### src/rtl/arithmetic_expression_lexer_core_assert.svh
// Assertion macros shared by the lexer core modules.
`ifndef ARITHMETIC_EXPRESSION_LEXER_CORE_ASSERT_SVH
`define ARITHMETIC_EXPRESSION_LEXER_CORE_ASSERT_SVH

// Same-cycle implication, disabled while in reset.
`define AEL_ASSERT_SAME(label, clk, rstn, ante, cons, msg) \
    label: assert property (@(posedge clk) disable iff (!(rstn)) (ante) |-> (cons)) \
        else $error(msg);

// Next-cycle implication, disabled while in reset.
`define AEL_ASSERT_NEXT(label, clk, rstn, ante, cons, msg) \
    label: assert property (@(posedge clk) disable iff (!(rstn)) (ante) |=> (cons)) \
        else $error(msg);

`endif

### src/rtl/ael_pkg.sv
// Types and constants shared by the arithmetic expression lexer modules.
`default_nettype none
package ael_pkg;

    localparam int unsigned KIND_W  = 4;
    localparam int unsigned VALUE_W = 31;
    localparam int unsigned ERR_W   = 2;

    localparam logic [KIND_W-1:0] KIND_INT   = 4'd0;
    localparam logic [KIND_W-1:0] KIND_D     = 4'd1;
    localparam logic [KIND_W-1:0] KIND_L     = 4'd2;
    localparam logic [KIND_W-1:0] KIND_H     = 4'd3;
    localparam logic [KIND_W-1:0] KIND_PLUS  = 4'd4;
    localparam logic [KIND_W-1:0] KIND_MINUS = 4'd5;
    localparam logic [KIND_W-1:0] KIND_DIV   = 4'd6;
    localparam logic [KIND_W-1:0] KIND_MUL   = 4'd7;
    localparam logic [KIND_W-1:0] KIND_OPEN  = 4'd8;
    localparam logic [KIND_W-1:0] KIND_CLOSE = 4'd9;
    localparam logic [KIND_W-1:0] KIND_END   = 4'd10;
    localparam logic [KIND_W-1:0] KIND_NONE  = 4'd15;

    localparam logic [ERR_W-1:0] ERR_NONE = 2'd0;
    localparam logic [ERR_W-1:0] ERR_CHAR = 2'd1;
    localparam logic [ERR_W-1:0] ERR_BIG  = 2'd2;

    localparam logic [7:0] CH_ZERO  = 8'h30;
    localparam logic [7:0] CH_NINE  = 8'h39;
    localparam logic [7:0] CH_SPACE = 8'h20;
    localparam logic [7:0] CH_TAB   = 8'h09;
    localparam logic [7:0] CH_LF    = 8'h0A;

    localparam logic [3:0] DEC_BASE = 4'd10;

    typedef struct packed {
        logic [KIND_W-1:0]  token_kind;
        logic [VALUE_W-1:0] int_value;
        logic [ERR_W-1:0]   error_code;
        logic               last_of_item;
    } result_t;

    typedef struct packed {
        logic [1:0] count;
        result_t    first;
        result_t    second;
    } lex_push_t;

endpackage
`default_nettype wire

### src/rtl/ael_lexer.sv
// Lexer state and single-pass token decode for one character transaction.
`default_nettype none
`include "arithmetic_expression_lexer_core_assert.svh"
module ael_lexer
    import ael_pkg::*;
(
    input  wire logic       aclk,
    input  wire logic       aresetn,
    input  wire logic       item_fire,
    input  wire logic [7:0] char_code,
    input  wire logic       end_of_text,
    output lex_push_t       push
);

    logic [VALUE_W-1:0] pending_value_reg, pending_value_next;
    logic               digits_pending_reg, digits_pending_next;
    logic               value_overflowed_reg, value_overflowed_next;
    logic               error_hold_reg, error_hold_next;

    logic [KIND_W-1:0]  op_kind;
    logic [VALUE_W+3:0] grown;
    result_t            flush_res;
    result_t            r0, r1;
    logic [1:0]         n;

    always_comb begin
        case (char_code)
            "d", "D": op_kind = KIND_D;
            "l", "L": op_kind = KIND_L;
            "h", "H": op_kind = KIND_H;
            "+":      op_kind = KIND_PLUS;
            "-":      op_kind = KIND_MINUS;
            "/":      op_kind = KIND_DIV;
            "*":      op_kind = KIND_MUL;
            "(":      op_kind = KIND_OPEN;
            ")":      op_kind = KIND_CLOSE;
            default:  op_kind = KIND_NONE;
        endcase
    end

    assign grown = {4'd0, pending_value_reg} * {{(VALUE_W){1'b0}}, DEC_BASE}
                 + {{(VALUE_W){1'b0}}, char_code[3:0]};

    always_comb begin
        flush_res = '0;
        flush_res.token_kind = KIND_INT;
        if (value_overflowed_reg) begin
            flush_res.error_code = ERR_BIG;
        end else begin
            flush_res.int_value = pending_value_reg;
        end
    end

    always_comb begin
        pending_value_next    = pending_value_reg;
        digits_pending_next   = digits_pending_reg;
        value_overflowed_next = value_overflowed_reg;
        error_hold_next       = error_hold_reg;
        r0 = '0;
        r1 = '0;
        n  = 2'd0;
        if (end_of_text) begin
            if (!error_hold_reg && digits_pending_reg) begin
                r0 = flush_res;
                r1.token_kind = KIND_END;
                n = 2'd2;
            end else begin
                r0.token_kind = KIND_END;
                n = 2'd1;
            end
            pending_value_next    = '0;
            digits_pending_next   = 1'b0;
            value_overflowed_next = 1'b0;
            error_hold_next       = 1'b0;
        end else if (error_hold_reg) begin
            n = 2'd0;
        end else if (char_code inside {[CH_ZERO:CH_NINE]}) begin
            if (!value_overflowed_reg) begin
                if (grown[VALUE_W+3:VALUE_W] != 4'd0) begin
                    value_overflowed_next = 1'b1;
                end else begin
                    pending_value_next = grown[VALUE_W-1:0];
                end
            end
            digits_pending_next = 1'b1;
        end else if (char_code inside {CH_SPACE, CH_TAB, CH_LF}) begin
            n = 2'd0;
        end else begin
            pending_value_next    = '0;
            digits_pending_next   = 1'b0;
            value_overflowed_next = 1'b0;
            if (op_kind == KIND_NONE) begin
                r0.token_kind = KIND_INT;
                r0.error_code = ERR_CHAR;
                n = 2'd1;
                error_hold_next = 1'b1;
            end else if (digits_pending_reg && value_overflowed_reg) begin
                r0.token_kind = KIND_INT;
                r0.error_code = ERR_BIG;
                n = 2'd1;
                error_hold_next = 1'b1;
            end else if (digits_pending_reg) begin
                r0 = flush_res;
                r1.token_kind = op_kind;
                n = 2'd2;
            end else begin
                r0.token_kind = op_kind;
                n = 2'd1;
            end
        end
        if (n == 2'd1) begin
            r0.last_of_item = 1'b1;
        end
        if (n == 2'd2) begin
            r1.last_of_item = 1'b1;
        end
    end

    always_comb begin
        push.first  = r0;
        push.second = r1;
        push.count  = item_fire ? n : 2'd0;
    end

    always_ff @(posedge aclk) begin
        if (!aresetn) begin
            pending_value_reg    <= '0;
            digits_pending_reg   <= 1'b0;
            value_overflowed_reg <= 1'b0;
            error_hold_reg       <= 1'b0;
        end else if (item_fire) begin
            pending_value_reg    <= pending_value_next;
            digits_pending_reg   <= digits_pending_next;
            value_overflowed_reg <= value_overflowed_next;
            error_hold_reg       <= error_hold_next;
        end
    end

    `AEL_ASSERT_SAME(a_hold_no_number, aclk, aresetn, error_hold_reg,
        !digits_pending_reg && !value_overflowed_reg && pending_value_reg == '0,
        "number state live while error hold set")
    `AEL_ASSERT_NEXT(a_end_clears, aclk, aresetn, item_fire && end_of_text,
        !error_hold_reg && !digits_pending_reg && pending_value_reg == '0,
        "end transaction did not clear lexer state")

endmodule
`default_nettype wire

### src/rtl/ael_result_fifo.sv
// Four-entry result queue taking up to two results and giving one per cycle while out_ready is high.
`default_nettype none
`include "arithmetic_expression_lexer_core_assert.svh"
module ael_result_fifo
    import ael_pkg::*;
(
    input  wire logic      aclk,
    input  wire logic      aresetn,
    input  wire lex_push_t push,
    output logic           room_for_two,
    output logic           out_valid,
    input  wire logic      out_ready,
    output result_t        out_data
);

    localparam int unsigned DEPTH = 4;
    localparam int unsigned PTR_W = $clog2(DEPTH);

    result_t            mem [DEPTH];
    logic [PTR_W-1:0]   wr_ptr_reg, wr_ptr_next;
    logic [PTR_W-1:0]   rd_ptr_reg, rd_ptr_next;
    logic [PTR_W:0]     count_reg, count_next;
    logic               pop;

    assign out_valid    = count_reg != '0;
    assign out_data     = mem[rd_ptr_reg];
    assign pop          = out_valid && out_ready;
    assign room_for_two = count_reg <= (PTR_W+1)'(DEPTH - 2);

    always_comb begin
        wr_ptr_next = wr_ptr_reg + PTR_W'(push.count);
        rd_ptr_next = rd_ptr_reg + PTR_W'(pop);
        count_next  = count_reg + (PTR_W+1)'(push.count) - (PTR_W+1)'(pop);
    end

    always_ff @(posedge aclk) begin
        if (push.count != 2'd0) begin
            mem[wr_ptr_reg] <= push.first;
        end
        if (push.count == 2'd2) begin
            mem[wr_ptr_reg + PTR_W'(1)] <= push.second;
        end
    end

    always_ff @(posedge aclk) begin
        if (!aresetn) begin
            wr_ptr_reg <= '0;
            rd_ptr_reg <= '0;
            count_reg  <= '0;
        end else begin
            wr_ptr_reg <= wr_ptr_next;
            rd_ptr_reg <= rd_ptr_next;
            count_reg  <= count_next;
        end
    end

    `AEL_ASSERT_SAME(a_push_fits, aclk, aresetn, push.count != 2'd0,
        room_for_two, "push into queue without room for two results")
    `AEL_ASSERT_SAME(a_ptr_count, aclk, aresetn, 1'b1,
        PTR_W'(wr_ptr_reg - rd_ptr_reg) == count_reg[PTR_W-1:0],
        "queue pointers disagree with count")

endmodule
`default_nettype wire

### src/rtl/arithmetic_expression_lexer_core.sv
// A transaction is registered in the input stage, decoded from that register, and its results
// are written into the result queue. Throughput: one character transaction per cycle while the
// queue has room for two results; a transaction's two results leave the four-entry queue one at a time.
// Decode advances only while the queue has room for two results.
// Reset: synchronous active-low aresetn clears lexer state, input stage and result queue.
`default_nettype none
`include "arithmetic_expression_lexer_core_assert.svh"
module arithmetic_expression_lexer_core
    import ael_pkg::*;
(
    input  wire logic               aclk,
    input  wire logic               aresetn,
    input  wire logic               s_valid,
    output logic                    s_ready,
    input  wire logic [7:0]         s_char_code,
    input  wire logic               s_end_of_text,
    output logic                    m_valid,
    input  wire logic               m_ready,
    output logic [KIND_W-1:0]       m_token_kind,
    output logic [VALUE_W-1:0]      m_int_value,
    output logic [ERR_W-1:0]        m_error_code,
    output logic                    m_last_of_item
);

    logic       in_valid_reg;
    logic [7:0] in_char_reg;
    logic       in_eot_reg;
    logic       room_for_two;
    logic       commit;
    lex_push_t  push;
    result_t    out_data;

    assign commit  = in_valid_reg && room_for_two;
    assign s_ready = !in_valid_reg || commit;

    always_ff @(posedge aclk) begin
        if (!aresetn) begin
            in_valid_reg <= 1'b0;
        end else if (s_ready) begin
            in_valid_reg <= s_valid;
        end
    end

    always_ff @(posedge aclk) begin
        if (s_valid && s_ready) begin
            in_char_reg <= s_char_code;
            in_eot_reg  <= s_end_of_text;
        end
    end

    ael_lexer u_lexer (
        .aclk        (aclk),
        .aresetn     (aresetn),
        .item_fire   (commit),
        .char_code   (in_char_reg),
        .end_of_text (in_eot_reg),
        .push        (push)
    );

    ael_result_fifo u_result_fifo (
        .aclk         (aclk),
        .aresetn      (aresetn),
        .push         (push),
        .room_for_two (room_for_two),
        .out_valid    (m_valid),
        .out_ready    (m_ready),
        .out_data     (out_data)
    );

    assign m_token_kind   = out_data.token_kind;
    assign m_int_value    = out_data.int_value;
    assign m_error_code   = out_data.error_code;
    assign m_last_of_item = out_data.last_of_item;

    `AEL_ASSERT_NEXT(a_stage_holds, aclk, aresetn, in_valid_reg && !commit,
        in_valid_reg && $stable(in_char_reg) && $stable(in_eot_reg),
        "stalled input stage lost its transaction")

endmodule
`default_nettype wire
### config.mk
export PLATFORM = sky130hd
export DESIGN_NAME = arithmetic_expression_lexer_core
export DESIGN_NICKNAME = d
export VERILOG_FILES = /design/src/rtl/ael_pkg.sv /design/src/rtl/ael_lexer.sv /design/src/rtl/ael_result_fifo.sv /design/src/rtl/arithmetic_expression_lexer_core.sv
export VERILOG_INCLUDE_DIRS = /design/src /design/src/rtl
export SDC_FILE = /design/constraint.sdc
export NUM_CORES = 1
export LEC_CHECK = 0
export BUFFER_PORTS_ARGS = -buffer_cell sky130_fd_sc_hd__buf_2
export CORE_MARGIN = 1
export CORE_UTILIZATION = 40
export DETAILED_ROUTE_END_ITERATION = 16
export SETUP_SLACK_MARGIN = 0.3
export SYNTH_ARGS = -nofsm -noshare
export SYNTH_HDL_FRONTEND = slang
export SYNTH_SLANG_ARGS = --single-unit
### constraint.sdc
create_clock -name aclk -period 8.2 [get_ports aclk]
set_input_delay 1.23 -clock aclk [delete_from_list [all_inputs] [get_ports aclk]]
set_output_delay 1.23 -clock aclk [all_outputs]
set_load 0.1 [all_outputs]
Word-level counts from Yosys, hierarchy flattened
Memory sizes are Yosys's and may differ from the RTL's. A register that Yosys moved wholly into a read port is not among the register bits.
Index checks and enable logic that the tools add are counted.
Widths: inputs -> output; s select.
- register bits after elaboration: 51
- bits in latches: 0
- bits in writable memories: 152
- bits in read-only memories: 0
- input bits: 13
- output and inout bits: 40
- memories kept: 1
- add/subtract/negate cells: 6
- $mul: 1
- div/mod/pow operators: 0
- order comparisons: 3
- equal/unequal tests: 23
- shift-type cells: 0
- multiplexer cells: 64
- bitwise operators: 0
- reductions and logical operators: 18
- memories (name ; depth ; width ; read ports ; clocked after memory_dff ; write ports ; RTL line ; source):
    u_result_fifo.mem ; 4 ; 38 ; 1 ; 1 ; 2 ; ael_result_fifo.sv:19 ; result_t mem [DEPTH];
- operators by type and width (operator ; count):
    $mux 31 ; 9
    $mux 38 ; 4
    $mux 34 ; 2
    $eq 8x6->1 const B ; 7
    $eq 8x7->1 const B ; 6
    $mux 4 ; 12
    $pmux 4 s9 ; 1
    $add 35x4->35 ; 1
    $mul 31x3->34 const B ; 1
    $mux 2 ; 13
    $mux 1 ; 23
    $eq 8x4->1 const B ; 2
    $ge 8x6->1 const B ; 1
    $le 8x6->1 const B ; 1
    $logic_and 1x1->1 ; 6
    $ne 3x3->1 const B ; 2
    $reduce_bool 3->1 ; 2
    $reduce_or 2->1 ; 3
    $reduce_and 5->1 ; 1
    $eq 2x2->1 const B ; 2
    $eq 4x4->1 const B ; 1
    $reduce_bool 4->1 ; 1
    $add 3x2->3 ; 1
    $le 3x2->1 const B ; 1
    11 further kinds ; 12

Logic depth before layout (Yosys ltp)
- depth after elaboration: 13
- gate-level depth with buffers: 15
- depth with buffers taken out: 13

Modules after synthesis
Synthesis repeated with hierarchy kept, for this count alone.
- cells, all modules: 1092
- area, all modules: 13145.1 sq um
- by module, submodules not included (module ; times used ; cells each ; area an instance (sq um) ; seq. area each (sq um)):
    ael_result_fifo ; 1 ; 412 ; 7798.7 ; 4704.5
    ael_lexer ; 1 ; 665 ; 5011.1 ; 680.7
    arithmetic_expression_lexer_core ; 1 ; 15 ; 335.3 ; 290.3

Least setup slack after synthesis
Ideal clock, no wire load.
- path type: reg2reg
- start: register u_lexer.pending_value_reg[1]
- end: register u_lexer.value_overflowed_reg
- arrival: 4.252 ns
- setup slack: 3.892 ns
- cell stages (with the launch flop): 15
- path buffers: 1
- period minus slack after synthesis: 4.308 ns
- cells stage by stage: dfxtp_1 ha_1 ha_1 fa_1 a21o_2 a221oi_4 a21oi_2 xor2_2 o211ai_1 a211oi_4 nand3_4 o311a_4 nor4_4 buf_6 o21a_4
- word-level cells in the longest chain between the ends: 8
- ends and longest elaborated chain (item ; RTL line ; source):
    start, declared ; ael_lexer.sv:15 ; logic [VALUE_W-1:0] pending_value_reg, pending_value_next;
    start signal, assigned ; ael_lexer.sv:132 ; pending_value_reg <= pending_value_next;
    $mul 31x3->34 ; ael_lexer.sv:41 ; assign grown = {4'd0, pending_value_reg} * {{(VALUE_W){1'b0}}, DEC_BASE}
    $add 35x4->35 ; ael_lexer.sv:42 ; + {{(VALUE_W){1'b0}}, char_code[3:0]};
    $reduce_bool 4->1 ; ael_lexer.sv:79 ; if (grown[VALUE_W+3:VALUE_W] != 4'd0) begin
    $mux 1 ; ael_lexer.sv:79 ;
    $mux 1 ; ael_lexer.sv:78 ; if (!value_overflowed_reg) begin
    $mux 1 ; ael_lexer.sv:77 ; end else if (char_code inside {[CH_ZERO:CH_NINE]}) begin
    $mux 1 ; ael_lexer.sv:75 ; end else if (error_hold_reg) begin
    $mux 1 ; ael_lexer.sv:62 ; if (end_of_text) begin
    end signal, assigned ; ael_lexer.sv:134 ; value_overflowed_reg <= value_overflowed_next;
    end, declared ; ael_lexer.sv:17 ; logic value_overflowed_reg, value_overflowed_next;
Every way passes these cells. The select of a mux whose other input is x is not followed.
A chain may end at the register's enable or synchronous reset.

Worst setup path after layout
- start: register u_lexer.pending_value_reg[1]
- end: register u_lexer.pending_value_reg[24]
- word-level cells in the longest chain between the ends: 7
- elaborated cells on any way between the ends: 10
- classes of those cells: 1 x add/sub; 1 x mul; 1 x eq/ne; 5 x mux; 2 x reduce/logical
- ends and longest elaborated chain (item ; RTL line):
    $mul 31x3->34 * ; ael_lexer.sv:41
    $add 35x4->35 * ; ael_lexer.sv:42
    $mux 31 ; ael_lexer.sv:79
    $mux 31 ; ael_lexer.sv:78
    $mux 31 ; ael_lexer.sv:77
    $mux 31 ; ael_lexer.sv:75
    $mux 31 ; ael_lexer.sv:62
Mark *: on every way between the ends. The rest lies on a longest branch, timed or not. The select of a mux whose other input is x is not followed.

==> results.yml <==
die:
  die_h_um: 173
  die-area_um2: 30000
  die_w_um: 173
  fp-row-count: 62
  start_util_pct: 40.8
  ios: 53
  fp.coreArea_um2: 28800
detailed_routing:
  vias_per_cell: 5.73
  wl_met3_mm: 2.11
  ant_nets: 0
  drc: 0
  via_count: 9803
  wl_met2_mm: 14.7
  initialDrtViolationCount: 832
  drt-pass1-iter-count: 7
  wl_met1_mm: 14.8
  topRoutingLayerUsed: "met4"
  wirelength_mm: 32.1
  wl_per_cell_um: 18.7
setup_path:
  startpoint_type: "flip-flop"
  cp_slowest_stage_delay_ps: 680
  reg2regPathDepth: 13
  crit_family: "compound AO/OA/AOI/OAI gates"
  crit_path_max_fanout: 13
  crit_top_cell: "ha_1"
  cp.required_ps: 8630
  worstSetupPathType: "reg -> reg"
  cp.arrival_ps: 5500
  rr_endpoint: "u_lexer.pending_value_reg[24]"
  worstReg2RegStart: "u_lexer.pending_value_reg[1]"
  path_cells: "ha_1 > ha_1 > fa_1 > a21o_2 > a221oi_4 > a21oi_2 > xor2_2 > o211ai_1 > a211oi_4 > nand3_4 > o311a_4 > nor3_4 > mux2i_1"
  worst_path_max_delay_cell: "nor3_4"
  reg2reg_setup_slack_ps: 3130
  worst-path-buf-inv: 0
  critPathCaptureType: "flip-flop"
timing:
  tightest_slew_ps: 1020
  setup_viol: 0
  hold_viol: 0
  setup_tns_ps: 0
  max_slew_margin_pct: 32.1
  fin_skew_ps: 7.95
  worst_hold_slack_ps: 449
  max_clock_freq_ghz: 0.197
  fin_crit_ps: 5070
  slew_violations: 0
  rsz0062_at_grt: "false"
  fin_crit_sh_pct: 61.8
placement:
  dp.final_hpwl_mm: 21.8
  port_buffers: 52
  routabilityCongestion: 0.872
logic_synthesis:
  synth_cells: 1304
  synth_ff_type: "dfxtp_1"
  syn_area_um2: 11700
  synth_top_area_share_pct: 29.7
  synth_top_area_cell: "dfxtp_1"
  yosysUniqueCellTypes: 92
  synthesis.nets: 1386
  ys_seq_area_share_pct: 37.1
  async_flop_share_pct: 0
  synth_top_cells_by_count: "nand2_1 (197), dfxtp_1 (174), a21oi_1 (148)"
  synth.most_common_cell: "nand2_1"
  synthTopCellsByArea: "dfxtp_1 (30%), edfxtp_1 (7.4%), mux4_2 (7.3%)"
  ys_ff_latch: 203
  syn_area_per_cell_um2: 9.00
  yosysWarnings: 0
  synth-edff-count: 29
worst_hold_path:
  hp-class: "reg -> reg"
  hold-path-endpoint: "u_result_fifo.mem[1][25]"
  min_from: "u_result_fifo.mem[1][25]"
  min_path_cells: 2
global_route:
  antenna_found_initial: 1
  grt_pass1_wl_mm: 51.3
  grt_max_degree: 94
  grt_pass1_vias: 9154
  globalRouteTotalUtil_pct: 21.3
  gr-total-overflow: 0
clocking:
  hold_buffers: 0
  numCtsBuffers: 22
  htree_levels: 1
  cts_resized: 0
  cts_tree: "built"
  cts_sinks: 203
  cts_max_path_buffers: 3
  clkTransAtPathRegs_ps: 60
  clk_latency_ps: 510
  cts_setup_buffers: 0
  cts-root-buf: "clkbuf_16"
power:
  p_leak_nw: 4.98
  irDropWorstVdd_v: 0.000153
  p_per_area_nw_per_um2: 203
cells_and_area:
  largest_register_ffs: 152
  final-seq-area_um2: 4360
  fill_cells: 2753
  drive_gt1_share_pct: 14.5
  synthToLayoutAreaGrowth_pct: 11.6
  multi_input_comb_area_um2: 6970
  nets: 1393
flow_run:
  drv_cap: 0
outcome:
  outcome: "complete, no violations"
==> through the flow <==
stage	area [um2]	instances	setup slack, ps	util, %	power (mW)
3_5_place_dp	12300	1671	3150	42.6	1.56
6_report	13100	1712	3130	45.5	2.66
2_1_floorplan	11700	1304	3890	-	1.47
5_1_grt	13100	1711	2880	45.5	2.76
4_1_cts	13100	1711	3120	45.5	2.69
3_3_place_gp	12300	1671	3340	42.6	1.56
==> per-layer routing <==
metal  track usage, %  vias up
met5                0        -
met4             4.83        0
met3             2.74       37
met2             34.5      325
met1             30.1     4675
li1                 -     4766
==> cell families after synthesis <==
kind of cell	count (synthesis)	synth area share, %
buf+inv	106	3.80
fa+ha+maj	69	7.55
simple gates	491	19.5
compound gates	328	19.3
flops	203	37.1
xor+xnor	52	3.95
mux	55	8.75
==> how the worst max path moves through the flow <==
| stage | to | cells past startpoint | start |
|---|---|---|---|
| 4_1_cts | u_lexer.pending_value_reg[8] | 13 | u_lexer.pending_value_reg[1] |
| 3_3_place_gp | u_lexer.pending_value_reg[11] | 13 | u_lexer.pending_value_reg[1] |
| 2_1_floorplan | u_lexer.value_overflowed_reg | 14 | u_lexer.pending_value_reg[1] |
| 5_1_grt | u_lexer.pending_value_reg[16] | 13 | u_lexer.pending_value_reg[1] |
| 6_report | u_lexer.pending_value_reg[24] | 13 | u_lexer.pending_value_reg[1] |
| 3_5_place_dp | u_lexer.pending_value_reg[8] | 13 | u_lexer.pending_value_reg[1] |
==> cells in the final DEF (no fill, tap or decap), drive strengths merged, types with 15 or more instances in the layout <==
| master | Yosys | routed |
|---|---|---|
| clkbuf | 64 | 31 |
| nand2 | 198 | 198 |
| edfxtp | 29 | 29 |
| mux4 | 38 | 38 |
| buf | 19 | 66 |
| ha | 66 | 66 |
| xnor2 | 37 | 37 |
| inv | 22 | 22 |
| a21oi | 149 | 149 |
| nor2 | 120 | 120 |
| o21ai | 35 | 35 |
| nand3 | 79 | 79 |
| dfxtp | 174 | 174 |
| mux2i | 17 | 17 |
| xor2 | 15 | 15 |
| o2bb2ai | 49 | 49 |
| nand4 | 15 | 15 |
==> worst min-delay path: cells and delay by family (launching register included) <==
kind | cells | cell delay, ps
flip-flops | 1 | 310
AND/OR/NAND/NOR | 1 | 50
AO/OA/AOI/OAI | 1 | 50
==> where the power goes <==
group,switching [mW],total [mW],internal (mW)
Combinational,0.327,0.467,0.140
Clock,0.404,1.13,0.728
Sequential,0.0253,1.06,1.04
==> cell type report <==
type                            instances  share of cell area (%)
Inverter                               23                   0.660
Multi-Input combinational cell        995                    53.2
Clock inverter                          9                    1.48
Tap cell                              384                    3.67
Timing Repair Buffer                   66                    2.79
Sequential cell                       203                    33.3
Antenna cell                            1                  0.0191
Clock buffer                           31                    4.86
Note: power is estimated with default switching activity, not from simulation.
